## config.mk

```make
export PLATFORM = sky130hd
export DESIGN_NAME = kwhm_queue
export DESIGN_NICKNAME = d
export VERILOG_FILES = /design/src/rtl/core/kwhm_queue.sv
export SDC_FILE = /design/constraint.sdc
export NUM_CORES = 1
export LEC_CHECK = 0
export BUFFER_PORTS_ARGS = -buffer_cell sky130_fd_sc_hd__buf_2
export CAP_MARGIN = 20
export CORE_MARGIN = 2
export CORE_UTILIZATION = 50
export DETAILED_ROUTE_END_ITERATION = 16
export PLACE_DENSITY_LB_ADDON = 0.05
export SETUP_SLACK_MARGIN = 0.02
export SYNTH_ARGS = -nofsm -noshare
export SYNTH_HDL_FRONTEND = slang
export SYNTH_SLANG_ARGS = --single-unit
```

## constraint.sdc

```tcl
create_clock -name i_clk -period 3.6 [get_ports i_clk]
set_input_delay 0.9 -clock i_clk [delete_from_list [all_inputs] [get_ports i_clk]]
set_output_delay 0.9 -clock i_clk [all_outputs]
set_load 0.02 [all_outputs]
```

## src/rtl/core/kwhm_queue.sv

```systemverilog
// Two-entry queue between the front and the merge engine.
// Depends on no package; its users import kwhm_pkg.
`timescale 1ns / 1ps

module kwhm_queue #(
    parameter int DATA_W = 72
) (
    input  logic              i_clk,
    input  logic              i_rst_n,
    input  logic              i_valid,
    output logic              o_ready,
    input  logic [DATA_W-1:0] i_data,
    output logic              o_valid,
    input  logic              i_ready,
    output logic [DATA_W-1:0] o_data
);

    logic [DATA_W-1:0] r_slot [2];
    logic              r_wr_ptr;
    logic              r_rd_ptr;
    logic [1:0]        r_count;
    logic              w_push;
    logic              w_pop;

    assign o_ready = (r_count != 2'd2);
    assign o_valid = (r_count != 2'd0);
    assign o_data  = r_slot[r_rd_ptr];
    assign w_push  = i_valid && o_ready;
    assign w_pop   = o_valid && i_ready;

    // payload slots, no reset needed
    always_ff @(posedge i_clk) begin
        if (w_push) begin
            r_slot[r_wr_ptr] <= i_data;
        end
    end

    always_ff @(posedge i_clk) begin
        if (!i_rst_n) begin
            r_wr_ptr <= 1'b0;
            r_rd_ptr <= 1'b0;
            r_count  <= 2'd0;
        end else begin
            if (w_push) begin
                r_wr_ptr <= ~r_wr_ptr;
            end
            if (w_pop) begin
                r_rd_ptr <= ~r_rd_ptr;
            end
            unique case ({w_push, w_pop})
                2'b10:   r_count <= r_count + 2'd1;
                2'b01:   r_count <= r_count - 2'd1;
                default: r_count <= r_count;
            endcase
        end
    end

endmodule

```

Word-level counts from Yosys, hierarchy flattened

Memory sizes are Yosys's and may differ from the RTL's. A register that Yosys moved wholly into a read port is not among the register bits.
Index checks and enable logic that the tools add are counted.

Mux-type cells: 5
Reductions and logical operators: 4
Add/subtract/negate cells: 2
Multiply operators: 0
$lt $le $gt $ge: 0
Shift operators: 0
Div/mod/pow operators: 0
Bitwise gates (word level): 2
Equal/unequal tests: 3

Operator list:

| cell                                                                | count |
|---|---|
| 1-bit two-way mux                                                   | 4 |
| 2-bit case mux with 2 select lines                                  | 1 |
| 2-bit nonzero test                                                  | 2 |
| 2-bit by 1-bit adder with 2-bit output (second input constant)      | 1 |
| 2-bit by 1-bit == test with 1-bit output (second input constant)    | 1 |
| 2-bit == test (second input constant)                               | 1 |
| 1-bit logical AND                                                   | 2 |
| 2-bit != test (second input constant)                               | 1 |
| 1-bit inverter                                                      | 2 |
| 2-bit by 1-bit subtractor with 2-bit output (second input constant) | 1 |

Bits in latches: 0
Bits in writable memories: 144
Memories: 1
Flip-flop bits (word level): 4
ROM bits: 0
Output and inout bits: 74

Memory list:

| memory | depth | bits a word | read ports | clocked after memory_dff | wr ports | line | RTL |
|---|---|---|---|---|---|---|---|
| r_slot | 2     | 72          | 1          | 1                        | 1        | 18   | `logic [DATA_W-1:0] r_slot [2];` |

Longest topological paths before layout

Word-level depth: 4
Gate-level depth with buffers: 6
Mapped depth without buffers: 6

Least setup slack after synthesis

OpenSTA, ideal clock, no wires.

Path type: input port to flip-flop
Start: input i_valid
End: memory r_slot[1][0] (enable)
Setup slack: 0.527 ns
Arrival: 2.635 ns
Library setup time: 0.438 ns
Stages: 1
Required time: 3.162 ns
Cell sequence: and3_1

Longest elaborated chain between the ends: 3

RTL lines:

| item                                    | line | RTL |
|---|---|---|
| start: declaration                      | 10   | `input logic i_valid,` |
| 1-bit logical AND                       | 28   | `assign w_push = i_valid && o_ready;` |
| 1-bit two-way mux                       | 33   | `if (w_push) begin` |
| 1-bit two-way mux (not written as such) | 34   | `r_slot[r_wr_ptr] <= i_data;` |
| end: declaration                        | 18   |  |

No other way between the ends.

==> impl_metrics.yaml <==
floorplanning:
  start_util_pct: 51.9
  row_count: 37
  fp.coreArea_sq_um: 10400
  die-height_um: 108
  die_w_um: 108
  die_area_sq_um: 11700
  ioPinCount: 150
routing:
  wl_per_cell_um: 16.8
  wirelength_mm: 9.41
  firstDrtPassIters: 4
  antenna_left: 0
  via_per_inst: 4.94
  drt_iter0_drc: 149
  post-route-drc-count: 0
  vias: 2767
clock_tree:
  clk_latency_ps: 500
  cts.clk_slew.worst_paths_ps: 60
  htree_levels: 4
  cts_made_buffers: 17
  cts_root_buffer: "clkbuf_8"
  post-cts-setup-buffers: 0
  cts_resized: 0
  cts_max_path_buffers: 2
  cts.hold.buffers_added: 0
  cts_sinks: 149
  cts_tree: "built"
sta:
  max_freq_mhz: 340
  fin_crit_ps: 2940
  timing.final.crit_share_pct: 81.6
  rsz0062_at_grt: "no"
  fin_skew_ps: 4.52
  finalSetupTns_ps: 0
  worst_slew_pin_slew_ps: 992
  final_hold_viol_count: 0
  slew_violations: 0
  setup_viol: 0
  hold_ws_ps: 512
  maxSlewHeadroom_pct: 33.9
synth:
  syn-num-nets: 325
  netlist_instances: 248
  netlist.area_leader.share_pct: 79.9
  ys_seq_elements: 149
  ys_seq_area_share_pct: 81.8
  synth_edf_count: 144
  synth_most_common_cell: "edfxtp_1"
  ys_top_cells_by_area: "edfxtp_1 80%, mux2_2 15%, dfxtp_1 1.9%, buf_2 0.74%, xnor2_1 0.49%"
  synthArstFlopShare_pct: 0
  yosys.cell_types.count: 20
  synthFlopType: "edfxtp_1"
  syn_area_sq_um: 5410
  yosys_warnings: 0
  synthTopCellsByCount: "144 x edfxtp_1, 72 x mux2_2, 8 x buf_2"
  yosysTopAreaCell: "edfxtp_1"
  avgSynthCellArea_sq_um: 21.8
placed_design:
  dpl_cell_area_sq_um: 6340
  dp_cells: 528
  post-dp-hpwl_mm: 6.02
  gp_congestion: 0.696
  portBuffers: 149
worst_setup_path:
  crit_type: "reg2out"
  worst-endpoint-arrival_ps: 2040
  cp.required_ps: 2700
  critPathCaptureType: "output pin"
  worstPathMaxFanout: 39
  worstSetupStartpointType: "flip-flop"
power:
  leakagePower_nw: 2.59
  p_comb_share_pct: 25.8
  cellPowerDensity_nw_per_um2: 786
  seqPwrFrac_pct: 42.5
  switching_share_pct: 28.4
  p_sw_w: 0.00154
  intPower_w: 0.00390
  clkPwrFrac_pct: 31.8
  peakVddDrop_v: 0.000435
cells_and_area:
  antenna_cells: 0
  drive_above_1_share_pct: 59.9
  post-route-util_pct: 66.5
  synthToLayoutAreaGrowth_pct: 28.1
  final_area_sq_um: 6930
  fin_cells: 560
  final_net_count: 488
hold_path:
  min_path_type: "reg2reg"
global_routing:
  grt_first_pass_wirelength_mm: 14.3
  antenna_found_initial: 0
  overflow: 0
  grt_max_degree: 73
  grt_util_all_layers_pct: 17.0
  grt_pass1_vias: 2844
flow_run:
  cap_violations: 0
run_status:
  outcome: "completed"
[power by group through the flow]
stage	logic [W]	clock network (W)	registers, W
floorplan	0.00102	0	0.00228
global placement	0.00142	0	0.00234
detailed placement	0.00142	0	0.00235
CTS	0.00143	0.00177	0.00232
global route	0.00151	0.00185	0.00234
finish	0.00140	0.00173	0.00231
[kinds of logic (layout without fill, tap and decap cells)]
| logic type | Yosys count | after routing | share of synthesized area (%) |
|---|---|---|---|
| xor gates and xnor gates | 3 | 3 | 0.486 |
| adders and majority gates | 1 | 1 | 0.231 |
| muxes | 72 | 72 | 15.0 |
| and+or+nand+nor | 9 | 9 | 1.02 |
| AOI/OAI and AO/OA | 5 | 5 | 0.694 |
| DFF | 149 | 149 | 81.8 |
| buffers and inverters | 9 | 185 | 0.809 |
[stage by stage]
step                setup slack [ps]  total power, W
CTS                              606         0.00551
detailed placement              1160         0.00378
global placement                1160         0.00376
global route                     527         0.00570
finish                           663         0.00544
floorplan                        527         0.00330
[critical path: stages (launching register included)]
cell     delay [ps]
dfxtp_4         650
buf_12          290
mux2_2          380
buf_2           160
[path summary, 6_finish.rpt]
kind	slack, ps	endpoint	start	cells after the start
setup / recovery	660	o_data[59]	flip-flop	3
hold / removal	510	r_count[1]	r_count[1]	2
setup reg to reg	1670	r_slot[0][5]	r_count[0]	4
hold reg to reg	510	r_count[1]	r_count[1]	2
[layout make-up]
type                    instances  area, sq um
clock buffers                  20          425
clock inverters                12          160
fillers                       777         3490
inverters                       1         3.75
multi-input cells              90          947
flip-flops and latches        149         4430
well taps                     136          170
repair buffers                152          793
[metal layers]
layer	track usage, %	routed length, um	up-vias
met5	0	0	-
met4	5.49	66	0
li1	-	-	1310
met1	20.5	3870	1356
met3	7.96	772	6
met2	27.2	4690	95
[registers in the layout, summed over array words and instances, names as in the netlist, named ones only]
signal,flops
r_slot,144
r_count,2
r_rd_ptr,1
r_wr_ptr,1
[cells in the final DEF, fill, tap and decap left out, types with 2 or more instances in the layout]
cell type,n
edfxtp_1,144
clkbuf_1,3
clkinv_1,4
dfxtp_1,4
mux2_2,72
clkinv_2,2
buf_2,149
clkbuf_16,16
xnor2_1,3
buf_12,2
clkinvlp_4,2
nor2b_1,2
bufinv_16,4
Power figures use the tool's default switching activity.
