--- src/rtl/core/kwhm_pkg.sv ---
// Shared types and constants for the k-way heap merge core.
// Depends on nothing; imported by the front, back, top level and checker.
`timescale 1ns / 1ps

package kwhm_pkg;

    // fixed field widths
    localparam int KEY_W     = 64;
    localparam int COL_OUT_W = 2;
    // widest merge the selection tree is built for
    localparam int MAX_WAYS  = 4;

    typedef logic [KEY_W-1:0] t_key;

    // merge engine sequencer
    typedef enum logic [3:0] {
        S_LOAD = 4'b0001,
        S_PICK = 4'b0010,
        S_READ = 4'b0100,
        S_FILL = 4'b1000
    } t_back_state;

endpackage

--- src/rtl/core/kwhm_front.sv ---
// Input side of the merge core: takes key beats and tags them with their
// store address and row-0 / last-key marks. Depends on kwhm_pkg.
`timescale 1ns / 1ps

module kwhm_front import kwhm_pkg::*; #(
    parameter int WAYS = 4,
    parameter int ROWS = 16
) (
    input  logic                                  i_clk,
    input  logic                                  i_rst_n,
    input  logic                                  i_s_tvalid,
    output logic                                  o_s_tready,
    input  logic [KEY_W-1:0]                      i_s_tdata,
    output logic                                  o_q_valid,
    input  logic                                  i_q_ready,
    // {last, first_row, addr, key} from the lowest bit up: key, addr, first, last
    output logic [KEY_W+$clog2(WAYS*ROWS)+1:0]    o_q_beat
);

    localparam int TOTAL  = WAYS * ROWS;
    localparam int ADDR_W = $clog2(TOTAL);

    logic [ADDR_W-1:0] r_addr;
    logic [ADDR_W-1:0] n_addr;
    logic              w_take;
    logic              w_first;
    logic              w_last;

    assign o_s_tready = i_q_ready;
    assign o_q_valid  = i_s_tvalid;
    assign w_take     = i_s_tvalid && i_q_ready;

    // position in the matrix follows from the arrival count
    assign w_first = (r_addr < ADDR_W'(WAYS));
    assign w_last  = (r_addr == ADDR_W'(TOTAL - 1));

    assign o_q_beat = {w_last, w_first, r_addr, i_s_tdata};

    always_comb begin
        n_addr = r_addr;
        if (w_take) begin
            n_addr = w_last ? '0 : r_addr + 1'b1;
        end
    end

    always_ff @(posedge i_clk) begin
        if (!i_rst_n) begin
            r_addr <= '0;
        end else begin
            r_addr <= n_addr;
        end
    end

endmodule

--- config.mk ---
export PLATFORM = sky130hd
export DESIGN_NAME = kwhm_front
export DESIGN_NICKNAME = d
export VERILOG_FILES = /design/src/rtl/core/kwhm_pkg.sv /design/src/rtl/core/kwhm_front.sv
export SDC_FILE = /design/constraint.sdc
export NUM_CORES = 1
export LEC_CHECK = 0
export BUFFER_PORTS_ARGS = -buffer_cell sky130_fd_sc_hd__buf_2
export CAP_MARGIN = 20
export CORE_AREA = 2 2 50 70
export DETAILED_ROUTE_END_ITERATION = 8
export DIE_AREA = 0 0 52 72
export PLACE_DENSITY = 0.87
export SLEW_MARGIN = 20
export SYNTH_ARGS = -nofsm -noshare
export SYNTH_HDL_FRONTEND = slang
export SYNTH_SLANG_ARGS = --single-unit
--- constraint.sdc ---
create_clock -name i_clk -period 1.74 [get_ports i_clk]
set_clock_uncertainty 0.1 [all_clocks]
set_input_delay 0.435 -clock i_clk [delete_from_list [all_inputs] [get_ports i_clk]]
set_output_delay 0.435 -clock i_clk [all_outputs]
set_load 0.01 [all_outputs]
=== After elaboration in Yosys (flattened, before gate mapping) ===
Cells that the tools add are included.

* Output and inout bits: 74
* Logic and storage cells: 6
* Input bits: 68
* Register bits after elaboration: 6

* Order comparisons: 1
* Equal/unequal tests: 1
* Reduce and logical (&&, ||, !) cells: 1
* Add/subtract/negate cells: 1
* Muxes and demuxes: 1

{| class="wikitable"
|+ Operators by type and width
! cell !! number
|-
| $add 6x1->6 const B || 1
|-
| $eq 6x6->1 const B || 1
|-
| $lt 6x3->1 const B || 1
|-
| $mux 6 || 1
|-
| $logic_and 1x1->1 || 1
|}

=== Longest topological paths before layout ===
* Depth after elaboration: 2
* Mapped depth: 4
* Gate-level depth less buffers: 4

=== Least setup slack after synthesis ===
No wires, ideal clock.

* Path kind: reg-to-output
* Start: register r_addr[0]
* End: output o_q_beat[71]
* Arrival time: 0.895 ns
* Data required time: 1.205 ns
* Setup slack: 0.310 ns
* Path buffers: 1
* Stages on the path, launching flop included: 5
* Cells stage by stage: dfxtp_1 ha_1 nand2_1 nor2_1 buf_4

* Longest elaborated chain between the ends: 1

{| class="wikitable"
|+ Ends and longest elaborated chain
! item !! RTL line !! RTL
|-
| start, declared || kwhm_front.sv:23 || <nowiki>logic [ADDR_W-1:0] r_addr;</nowiki>
|-
| start signal, assigned || kwhm_front.sv:50 || <nowiki>r_addr <= n_addr;</nowiki>
|-
| $eq 6x6->1 || kwhm_front.sv:35 || <nowiki>assign w_last = (r_addr == ADDR_W'(TOTAL - 1));</nowiki>
|-
| end, declared || kwhm_front.sv:17 || <nowiki>output logic [KEY_W+$clog2(WAYS*ROWS)+1:0] o_q_beat</nowiki>
|}

No other way between the ends.

=== Worst setup path in the final report ===
Ends and elaborated chain as after synthesis.

==> results.cfg <==
[run_status]
status = finished, final reports clean

[sta]
tightestPinTransition_ns = 0.2764
min_period_ns = 1.620
setup_viol = 0
tns_ns = 0
slew_viol_final = 0
relSlewSlack = 0.8155
hold_viol = 0
rsz0062_at_grt = no
max_freq_mhz = 617.2
finalCritPeriodShare = 0.9311

[place]
dp_cells = 88
postPlaceCellArea_um2 = 406.6
io_buffers = 13
gp_congestion = 0.8529
hpwl_um = 1576

[floorplan]
initial_utilization = 0.2597
pin_count = 142
die_h_um = 72
dieArea_um2 = 3744
die_x_um = 52
rows = 24
core_area_um2 = 3093

[power_and_ir_drop]
p_seq_frac = 0.378
power.density_nw_per_um2 = 836.3
p_clk_frac = 0.556
combPwrFrac = 0.066
leakagePower_nw = 0.1822
peakVddDrop_mv = 0.2235
p_int_mw = 0.2989
switching_share = 0.2153
p_switching_mw = 0.08201

[worst_setup_path]
r2r_slack_ns = 0.41
worstSetupStartpointType = flip-flop
critical_path_class = reg2out
rr_startpoint = r_addr[0]
arrival_ns = 1.09
timing.rr.end = r_addr[4]
ff2ff_path_depth = 4
endpoint_kind = primary output
critPathRequiredTime_ns = 1.20
cp_max_fo = 6

[synthesis]
synth-seq-cells = 6
syn_area_um2 = 803.3
synth.net_count = 173
ys_warn_count = 0
ys_types = 18
synth.top_cells.by_area = buf_4, dfxtp_1, nand2_1
synth.avg_cell_area_um2 = 7.724
syn_inst = 104
synth-seq-area-share = 0.1495
synth_top_area_frac = 0.6355
yosys.area.top_type = buf_4

[cts]
cts.sinks = 6
cts_setup_buffers = 0
clk_latency_ns = 0.22
path_clk_slew_ns = 0.04
cts_tree = built
cts_made_buffers = 3
hold_buffers = 0
cts_root_buffer = clkbuf_8
cts_resized = 0
cts_max_level = 1
clock_path_buffers = 2

[routing]
vias = 445
drc = 0
drt_pass1_iterations = 4
wl_per_cell_um = 22.34
drt_iter0_drc = 18
postRouteAntennaNets = 0
viasPerCell = 4.890
routed_wl_um = 2033

[global_routing]
grt_pass1_vias = 438
antenna_found_initial = 0
grt_max_degree = 9
grt_overflow_total = 0
grtUsageTotal = 0.1050
grt_first_pass_wirelength_um = 2670

[final_layout]
top_regs = r_addr (6)
drive_gt1_frac = 0.3846
stdcell_count = 91
layout_common_cells = buf_2, nand2_1, a21oi_1, dfxtp_1
nNetsFinal = 123
stdcell_area_um2 = 455.4
nFillCells = 359
area_growth_pct = -43.30
largest_reg_flops = 6
num_antenna_cells = 0
layout_commonest_cell = buf_2
largest_register = r_addr
fin_util = 0.1472

[min_path]
min_from = r_addr[1]
hold_end = r_addr[1]
min_path_type = reg2reg
worstHoldPathCells = 2

[run]
maxCapViolations = 0
## per-layer routing
metal	part of all wire	track usage
met4	0.20	0.2368
met2	0.33	0.1083
met5	0	0
met1	0.22	0.06675
met3	0.25	0.08436
## worst max-delay path, cell delays in order, from the launching register on
cell and delay (ns):
dfxtp_4 0.36, ha_2 0.19, nand2_1 0.07, nor2_1 0.10
buf_2 0.13
## stage by stage
stage | hold WS, ns | total power, mW | setup slack [ns]
after floorplan | 0.4161 | 0.3115 | 0.3103
after global placement | 0.3838 | 0.1707 | 0.3368
after detailed placement | 0.4058 | 0.1709 | 0.3041
after CTS | 0.4160 | 0.3836 | 0.05804
after global routing | 0.4210 | 0.3970 | 0.001647
final | 0.3903 | 0.3809 | 0.1198
## power groups by stage
stage | registers, mW | clock network [mW] | logic [mW]
2_1_floorplan | 0.146 | 0 | 0.165
3_3_place_gp | 0.145 | 0 | 0.0253
3_5_place_dp | 0.146 | 0 | 0.0251
4_1_cts | 0.144 | 0.215 | 0.0253
5_1_grt | 0.144 | 0.225 | 0.0276
6_report | 0.144 | 0.212 | 0.0252
## cell usage after synthesis
cell type,instances
a21oi_1,4
a21oi_2,1
a311o_1,1
a311oi_1,1
and3_1,2
and4_1,1
buf_4,68
dfxtp_1,6
ha_1,1
inv_1,1
nand2_1,6
nand3_1,3
nor2_1,2
nor3_1,1
nor4_1,2
o21ai_0,2
or3_1,1
xor2_1,1
## final cells by class
type                       count  area (µm²)  area share
tap                           39       48.80      0.1071
multi-input combinational     29       171.4      0.3764
timing repair buffer          13       65.06      0.1429
inverter                       1       3.754    0.008242
sequential                     6       125.1      0.2747
clock buffer                   3       41.29     0.09066
## worst max path at each step
stage                   start            to  cells past startpoint
floorplan           r_addr[0]  o_q_beat[71]                      4
global placement    r_addr[0]  o_q_beat[71]                      4
detailed placement  r_addr[0]  o_q_beat[71]                      4
CTS                 r_addr[0]  o_q_beat[71]                      4
global route        r_addr[0]  o_q_beat[71]                      4
finish              r_addr[0]  o_q_beat[71]                      4
## cell families (layout without fill, tap and decap cells)
family | count (synthesis) | after routing | share of synthesized area
AND/OR/NAND/NOR | 18 | 18 | 0.1121
XOR/XNOR | 1 | 1 | 0.01091
buffers and inverters | 69 | 17 | 0.6402
flip-flops | 6 | 6 | 0.1495
adder cells (fa/ha/maj) | 1 | 1 | 0.01557
AO/OA/AOI/OAI | 9 | 9 | 0.07166
(Power assumes the default switching activity.)
